File: config.mk
export PLATFORM = sky130hd
export DESIGN_NAME = tcpft_ram
export DESIGN_NICKNAME = d
export VERILOG_FILES = /design/src/rtl/tcpft_ram.sv
export SDC_FILE = /design/constraint.sdc
export NUM_CORES = 1
export LEC_CHECK = 0
export ABC_AREA = 1
export BUFFER_PORTS_ARGS = -buffer_cell sky130_fd_sc_hd__buf_2
export CORE_MARGIN = 4
export CORE_UTILIZATION = 25
export DETAILED_ROUTE_END_ITERATION = 10
export PLACE_DENSITY_LB_ADDON = 0.2
export SLEW_MARGIN = 0
export SYNTH_ARGS = -nofsm -noshare
export SYNTH_HDL_FRONTEND = slang
export SYNTH_SLANG_ARGS = --single-unit
File: constraint.sdc
create_clock -name clock -period 1.35 [get_ports clock]
set_input_delay 0.135 -clock clock [delete_from_list [all_inputs] [get_ports clock]]
set_output_delay 0.135 -clock clock [all_outputs]
set_load 0.01 [all_outputs]
File: src/rtl/tcpft_ram.sv
// Generic single-clock RAM, one write port and one registered read port.
`default_nettype none
module tcpft_ram #(
   parameter int WIDTH = 8,
   parameter int DEPTH = 32
) (
   input  wire logic                     clock,
   input  wire logic                     wr_en,
   input  wire logic [$clog2(DEPTH)-1:0] wr_addr,
   input  wire logic [WIDTH-1:0]         wr_data,
   input  wire logic [$clog2(DEPTH)-1:0] rd_addr,
   output logic      [WIDTH-1:0]         rd_data
);
   logic [WIDTH-1:0] mem_ff [DEPTH];

   always_ff @(posedge clock) begin
      if (wr_en) begin
         mem_ff[wr_addr] <= wr_data;
      end
      rd_data <= mem_ff[rd_addr];
   end
endmodule
`default_nettype wire

==> summary.md, run 1 <==
| Metric | Value |
|---|---|
| Run status | completed |
| Number of buffers added on ports | 27 |
| Core region area | 42300 sq um |
| Root Driver | sky130_fd_sc_hd__clkbuf_16 |
| CP max stage cell | sky130_fd_sc_hd__edfxtp_1 |
| Synthesized cell area | 10800 sq um |
| DRC violations left | 0 |
| Crit path DAT | 1.67 ns |
| Count of antenna diodes in the layout | 0 |
| Leading cell type in the layout, fill and taps excluded | sky130_fd_sc_hd__nand2_1 |
| Critical path's most frequent cell | sky130_fd_sc_hd__nand2_1 |
| Leakage power of the design | 0.00481 uW |
| Share of the yosys chip area belonging to registers | 72.8% |
| TritonCTS Buffers | 29 |
| GPL Wtd Cong | 0.732 |
| Worst setup path category | flip-flop to flip-flop |
| Count of mapped cells out of synthesis | 922 |
| Number of cells after detailed placement | 1546 |
| Maximum root-to-sink buffer count | 3 |
| Clk sink count | roughly 260 |
| Iter 0 DRT Violations | 480 |
| Synthesized area per cell | 11.7 sq um |
| Endpoint class of the critical path | flip-flop |
| Worst R2R End | rd_data[1]$_DFF_P_ |
| Final worst hold slack | between 0.015 and 0.02 ns |
| Required time of the worst setup path | 1.77 ns |
| Count of pins over their slew limit | 0 |
| Die ar. | 46500 sq um |
| Buffer count from post-CTS setup fixing | 0 |
| Count of endpoints failing hold in the final timing report | 0 |
| Biggest fanout along the worst timing path | 1 |
| Routed wire length per instance | roughly 18 um |
| Final clock period utilization by the worst path | 92.4% |
| Flop2flop setup slack | 0.10 ns |
| Utilization after layout | 30.7% |
| Cell Rows | 75 |
| Count of antenna-violating nets left after detailed routing | 0 |
| Hold path startpoint | wr_data[1] |
| Flip-flop and latch count after synthesis | 264 |
| Top library cells by usage in the layout, fill and taps aside | sky130_fd_sc_hd__nand2_1, sky130_fd_sc_hd__edfxtp_1, sky130_fd_sc_hd__nand3_1 |
| Crit path launch type | flip-flop |
| Max-slew headroom at the worst pin | 61.5% |
| Tightest Hold Check Type | input pin to flip-flop |
| Sequential cell area | about 7800 sq um |
| Die X-Extent | 216 um |
| Synthesis-to-layout area growth | 20.6% |
| TritonCTS clock tree | built |
| Startpoint of the most critical register-to-register path | mem_ff[5][1]$_DFFE_PP_ |
| Number of top-level pins | 28 |
| Y dimension of the die | 216 um |
| Pin count of the biggest net entering global routing | 58 |
| Wirelength, routed | 28800 um |
| Post-route clock skew | around 0.0086 ns |
| Min-Delay Endpoint | mem_ff[4][1]$_DFFE_PP_ |
| Detailed-routing iteration count for the pre-antenna-repair pass | 4 |
| Initial antenna violation count | 0 |
| Critical path's largest stage delay | 0.36 ns |
| DPL Wire Length | roughly 17000 um |
| Worst-path clk slew | 0.06 ns |
| Fmax | ~0.8 GHz |
| Number of stages on the worst hold path | 2 |
| Number of warning messages in the yosys log | 0 |
| Fill cell total of the finished layout | 4344 |
| Multi-input combinational cell area | 2490 sq um |
| Transition time at the pin with the least slew margin | roughly 0.58 ns |
| Setup repair after global routing missed its margin | no |
| H-tree lvl count | 1 |
| Via-per-instance ratio | 4.35 |
| # nets final | 1021 |
| Worst reg-to-reg path cell count | 8 |
| Final total negative setup slack | 0 ns |
| GRT Total Usage | 12.3% |
| Source-to-sink clock delay at the later pin of the worst-skew pair | 0.55 ns |
| Worst voltage drop across the vdd grid | 0.925 mV |
| Final setup vio count | 0 |
| Remaining Overflow, GRT | 0 |
| Proportion of layout cells with a drive suffix above 1 | 13.7% |
| Global-route wire length before repair | 44000 um |
| Final period demand of the worst path | 1.25 ns |
| Starting density of the core | around 25% |
| Cells along the critical path | nand2_1 > nand3_1 > nand3_1 > nand2_1 > nand2_1 > nand2_1 > nand2_1 > nand2_1 |
| Post-Layout Cell Count | 1600 |
| Reported max-cap violation count | 0 |
| Net count after synthesis | 942 |
| Vias in the first global route | around 7000 |
| PwrDens | 1400 nW/um^2 |
| Distinct cell type count after synthesis | 12 |
| Total power consumption of the routed design | 18200 uW |
| Overall via count from detail_route | 6963 |
-- timing repair --
action                                  4_1_cts  5_1_grt
hold buffers                                  1        0
endpoints found under the setup margin        0        1
hold endpoints to repair                      7        0
resized for setup                             0        1
-- layout make-up --
| class | count | area share (%) |
|---|---|---|
| inverter | 10 | 0.308 |
| multi-input combinational | 596 | 19.2 |
| timing repair buffer | 100 | 7.41 |
| clock buffer | 47 | 6.41 |
| clock inverter | 6 | 0.827 |
| sequential | 264 | 60.3 |
| tap | 577 | 5.55 |
-- per-layer routing --
layer	share of wire (%)	GRT usage, %	routed length (um)	up-vias
met1	47	17.3	13500	3435
met5	0	0	0	-
met3	4.0	1.90	1150	31
li1	-	-	-	3362
met2	48	20.5	13800	135
met4	1.3	2.00	386	0
-- kinds of logic (layout without fill, tap and decap cells) --
kind of cell           count (synthesis)  in the layout  share of synthesized area, %
buffers and inverters                 62            163                          4.14
and+or+nand+nor                      596            596                          23.1
DFF                                  264            264                          72.8
-- worst max-delay path, delay by kind of cell (launching register included) --
kind             cells  cell delay (ns)
DFF                  1             0.36
and+or+nand+nor      8             0.75
-- where the power goes --
group / switching (uW) / internal (uW) / total [uW] / leakage [uW]
registers: 39.1 / 9110 / 9150 / 0.00237
clock network: 3070 / 4760 / 7830 / 0.000455
logic: 849 / 416 / 1270 / 0.00198
total: 3960 / 14300 / 18200 / 0.00481
-- how the worst max path moves through the flow --
stage	start	to	cells past startpoint
2_1_floorplan	wr_addr[0]	mem_ff[0][0]$_DFFE_PP_	3
3_3_place_gp	rd_addr[0]	rd_data[7]$_DFF_P_	12
3_5_place_dp	rd_addr[0]	rd_data[7]$_DFF_P_	12
4_1_cts	rd_data[2]$_DFF_P_	rd_data[2]	1
5_1_grt	mem_ff[9][7]$_DFFE_PP_	rd_data[7]$_DFF_P_	8
6_report	mem_ff[5][1]$_DFFE_PP_	rd_data[1]$_DFF_P_	8
-- cells in the mapped netlist, drive strengths merged --
cell type  number  area [sq um]
edfxtp        256          7690
nor2           32           120
clkbuf          7          26.3
dfxtp           8           160
inv            10          37.5
nand2         360          1350
nand3         204          1020
buf            45           383
-- flip-flops by register name, summed over array words and instances, names as in the netlist --
signal and cells:
rd_data 8, mem_ff 256
-- through the flow --
| stage | instance area, sq um | setup WS, ns |
|---|---|---|
| 2_1_floorplan | 10800 | 0.181 |
| 3_3_place_gp | 12100 | -0.117 |
| 3_5_place_dp | 12100 | -0.148 |
| 4_1_cts | 13000 | 0.0717 |
| 5_1_grt | 13000 | 0.0159 |
| 6_report | 13000 | 0.103 |
(Power assumes the default switching activity.)
==> run 2: changes to the inputs <==
MAX_ROUTING_LAYER = met4   (was not set)
SETUP_SLACK_MARGIN = 0.1   (was not set)
==> summary.md, run 2 (same netlist as run 1, synthesis figures left out) <==
| Metric | Value |
|---|---|
| Final setup vio count | 0 (unchanged) |
| Reported max-cap violation count | 0 (unchanged) |
| Number of cells after detailed placement | 1546 (unchanged) |
| TritonCTS clock tree | built (unchanged) |
| Detailed-routing iteration count for the pre-antenna-repair pass | 4 (unchanged) |
| Initial antenna violation count | 0 (unchanged) |
| Utilization after layout | 30.8% (was 30.7%) |
| Leading cell type in the layout, fill and taps excluded | sky130_fd_sc_hd__nand2_1 (unchanged) |
| Cells along the critical path | buf_2 (was nand2_1 > nand3_1 > nand3_1 > nand2_1 > nand2_1 > nand2_1 > nand2_1 > nand2_1) |
| Max-slew headroom at the worst pin | 59.8% (was 61.5%) |
| DPL Wire Length | 17200 um (unchanged) |
| Global-route wire length before repair | 44000 um (about the same) |
| Source-to-sink clock delay at the later pin of the worst-skew pair | 0.54 ns (was 0.55 ns) |
| Setup repair after global routing missed its margin | yes (was no) |
| Iter 0 DRT Violations | 416 (was 480) |
| Via-per-instance ratio | 4.36 (was 4.35) |
| Top library cells by usage in the layout, fill and taps aside | sky130_fd_sc_hd__nand2_1, sky130_fd_sc_hd__edfxtp_1, sky130_fd_sc_hd__nand3_1 (unchanged) |
| Vias in the first global route | 6983 (was 6993) |
| Fmax | 0.833 GHz (was 0.802 GHz) |
| Worst-path clk slew | 0.06 ns (about the same) |
| Remaining Overflow, GRT | 0 (unchanged) |
| Bufs and invs on worst path | 1 (was 0) |
| Y dimension of the die | 216 um (unchanged) |
| Run status | completed (unchanged) |
| Buffer count from post-CTS setup fixing | 0 (unchanged) |
| GRT Total Usage | 12.7% (was 12.3%) |
| Final total negative setup slack | 0 ns (unchanged) |
| Register ranked first by flip-flop count | mem_ff (unchanged) |
| Top cell family by delay on the critical path | flip-flops (was simple AND/OR/NAND/NOR gates) |
| Post-route clock skew | 0.00555 ns (was 0.00856 ns) |
| TritonCTS Buffers | 29 (unchanged) |
| Synthesis-to-layout area growth | 20.9% (was 20.6%) |
| Clk sink count | 264 (unchanged) |
| Wirelength, routed | 28800 um (about the same) |
| Fill cell total of the finished layout | 4342 (was 4344) |
| Multi-input combinational cell area | 2520 sq um (was 2490 sq um) |
| Worst voltage drop across the vdd grid | 0.918 mV (was 0.925 mV) |
| Number of top-level pins | 28 (unchanged) |
| Registers with the most flip-flops | mem_ff (256), rd_data (8) (unchanged) |
| Post-Layout Cell Count | 1600 (unchanged) |
| Leakage power of the design | 0.00482 uW (was 0.00481 uW) |
| Routed wire length per instance | 18.0 um (about the same) |
| Required time of the worst setup path | 1.22 ns (was 1.77 ns) |
| DRC violations left | 0 (unchanged) |
| Crit path DAT | 1.07 ns (was 1.67 ns) |
| Critical path's largest stage delay | 0.37 ns (was 0.36 ns) |
| PwrDens | 1400 nW/um^2 (about the same) |
| Worst setup path category | flip-flop to output pin (was flip-flop to flip-flop) |
| Final clock period utilization by the worst path | 89.0% (was 92.4%) |
| Pin count of the biggest net entering global routing | 58 (unchanged) |
| Overall via count from detail_route | 6978 (was 6963) |
| Area after detailed placement | 12100 sq um (unchanged) |
| # nets final | 1021 (unchanged) |
| Count of pins over their slew limit | 0 (unchanged) |
| Final period demand of the worst path | 1.20 ns (was 1.25 ns) |
| Tightest Hold Check Type | input pin to flip-flop (unchanged) |
| GPL Wtd Cong | 0.741 (was 0.732) |
| Count of antenna-violating nets left after detailed routing | 0 (unchanged) |
| Sequential cell area | 7850 sq um (about the same) |
| Count of endpoints failing hold in the final timing report | 0 (unchanged) |
| Maximum root-to-sink buffer count | 3 (unchanged) |
| Count of antenna diodes in the layout | 0 (unchanged) |
| Final worst hold slack | 0.0187 ns (was 0.0181 ns) |
| Crit path launch type | flip-flop (unchanged) |
| Die X-Extent | 216 um (unchanged) |
| Number of buffers added on ports | 27 (unchanged) |
| Endpoint class of the critical path | output pin (was flip-flop) |
| Proportion of layout cells with a drive suffix above 1 | 14.6% (was 13.7%) |
| Die ar. | 46500 sq um (unchanged) |
| Transition time at the pin with the least slew margin | 0.602 ns (was 0.577 ns) |
| Core region area | 42300 sq um (unchanged) |
| Biggest fanout along the worst timing path | 1 (unchanged) |
| Starting density of the core | 25.5% (unchanged) |
| Max reg flops | 256 (unchanged) |
| Final design instance area without fill | 13000 sq um (about the same) |
| CP max stage cell | sky130_fd_sc_hd__dfxtp_1 (was sky130_fd_sc_hd__edfxtp_1) |
| H-tree lvl count | 1 (unchanged) |
| Cell Rows | 75 (unchanged) |
| Root Driver | sky130_fd_sc_hd__clkbuf_16 (unchanged) |
## run 2: cell counts in the layout (fill, tap and decap cells not counted)
Identical to the previous run, type by type.
## run 2: final cells by class
class / instances / area share (%)
Multi-Input combinational cell: 596 / 19.4
Tap cell: 577 / 5.54
Clock buffer: 47 / 6.39
Inverter: 10 / 0.307
Timing Repair Buffer: 100 / 7.39
Sequential cell: 264 / 60.2
Clock inverter: 6 / 0.825
## run 2: metrics by stage
stage	setup slack [ns]	power [uW]
2_1_floorplan	0.181	9980
3_3_place_gp	-0.117	10600
3_5_place_dp	-0.148	10600
4_1_cts	0.123	18500
5_1_grt	0.0767	19100
6_report	0.149	18200
## run 2: timing repair
item	in CTS	in global routing
endpoints found under the hold margin	7	0
endpoints found under the setup margin	1	5
pin swaps	0	0
hold buffers	1	0
gates resized for setup	1	9
## run 2: metal layers
metal	global-route usage [%]	share of wire, %	vias to the layer above
li1	-	-	3363
met1	17.3	46	3439
met2	20.5	48	144
met3	1.87	4.3	32
met4	2.00	1.3	0
met5	-	0	-
## run 2: worst paths after layout
kind | from | end | slack, ns | cells after the start
setup reg to reg | mem_ff[9][6]$_DFFE_PP_ | rd_data[6]$_DFF_P_ | 0.19 | 8
hold / removal | wr_data[1] | mem_ff[4][1]$_DFFE_PP_ | 0.02 | 2
setup / recovery | rd_data[5]$_DFF_P_ | rd_data[5] | 0.15 | 1
hold reg to reg | mem_ff[2][2]$_DFFE_PP_ | rd_data[2]$_DFF_P_ | 0.76 | 8
## run 2: where the power goes
| group | total [uW] | switching, uW | internal, uW |
|---|---|---|---|
| logic | 1270 | 853 | 420 |
| clock network | 7820 | 3060 | 4760 |
| registers | 9150 | 39.4 | 9110 |
| total | 18200 | 3950 | 14300 |
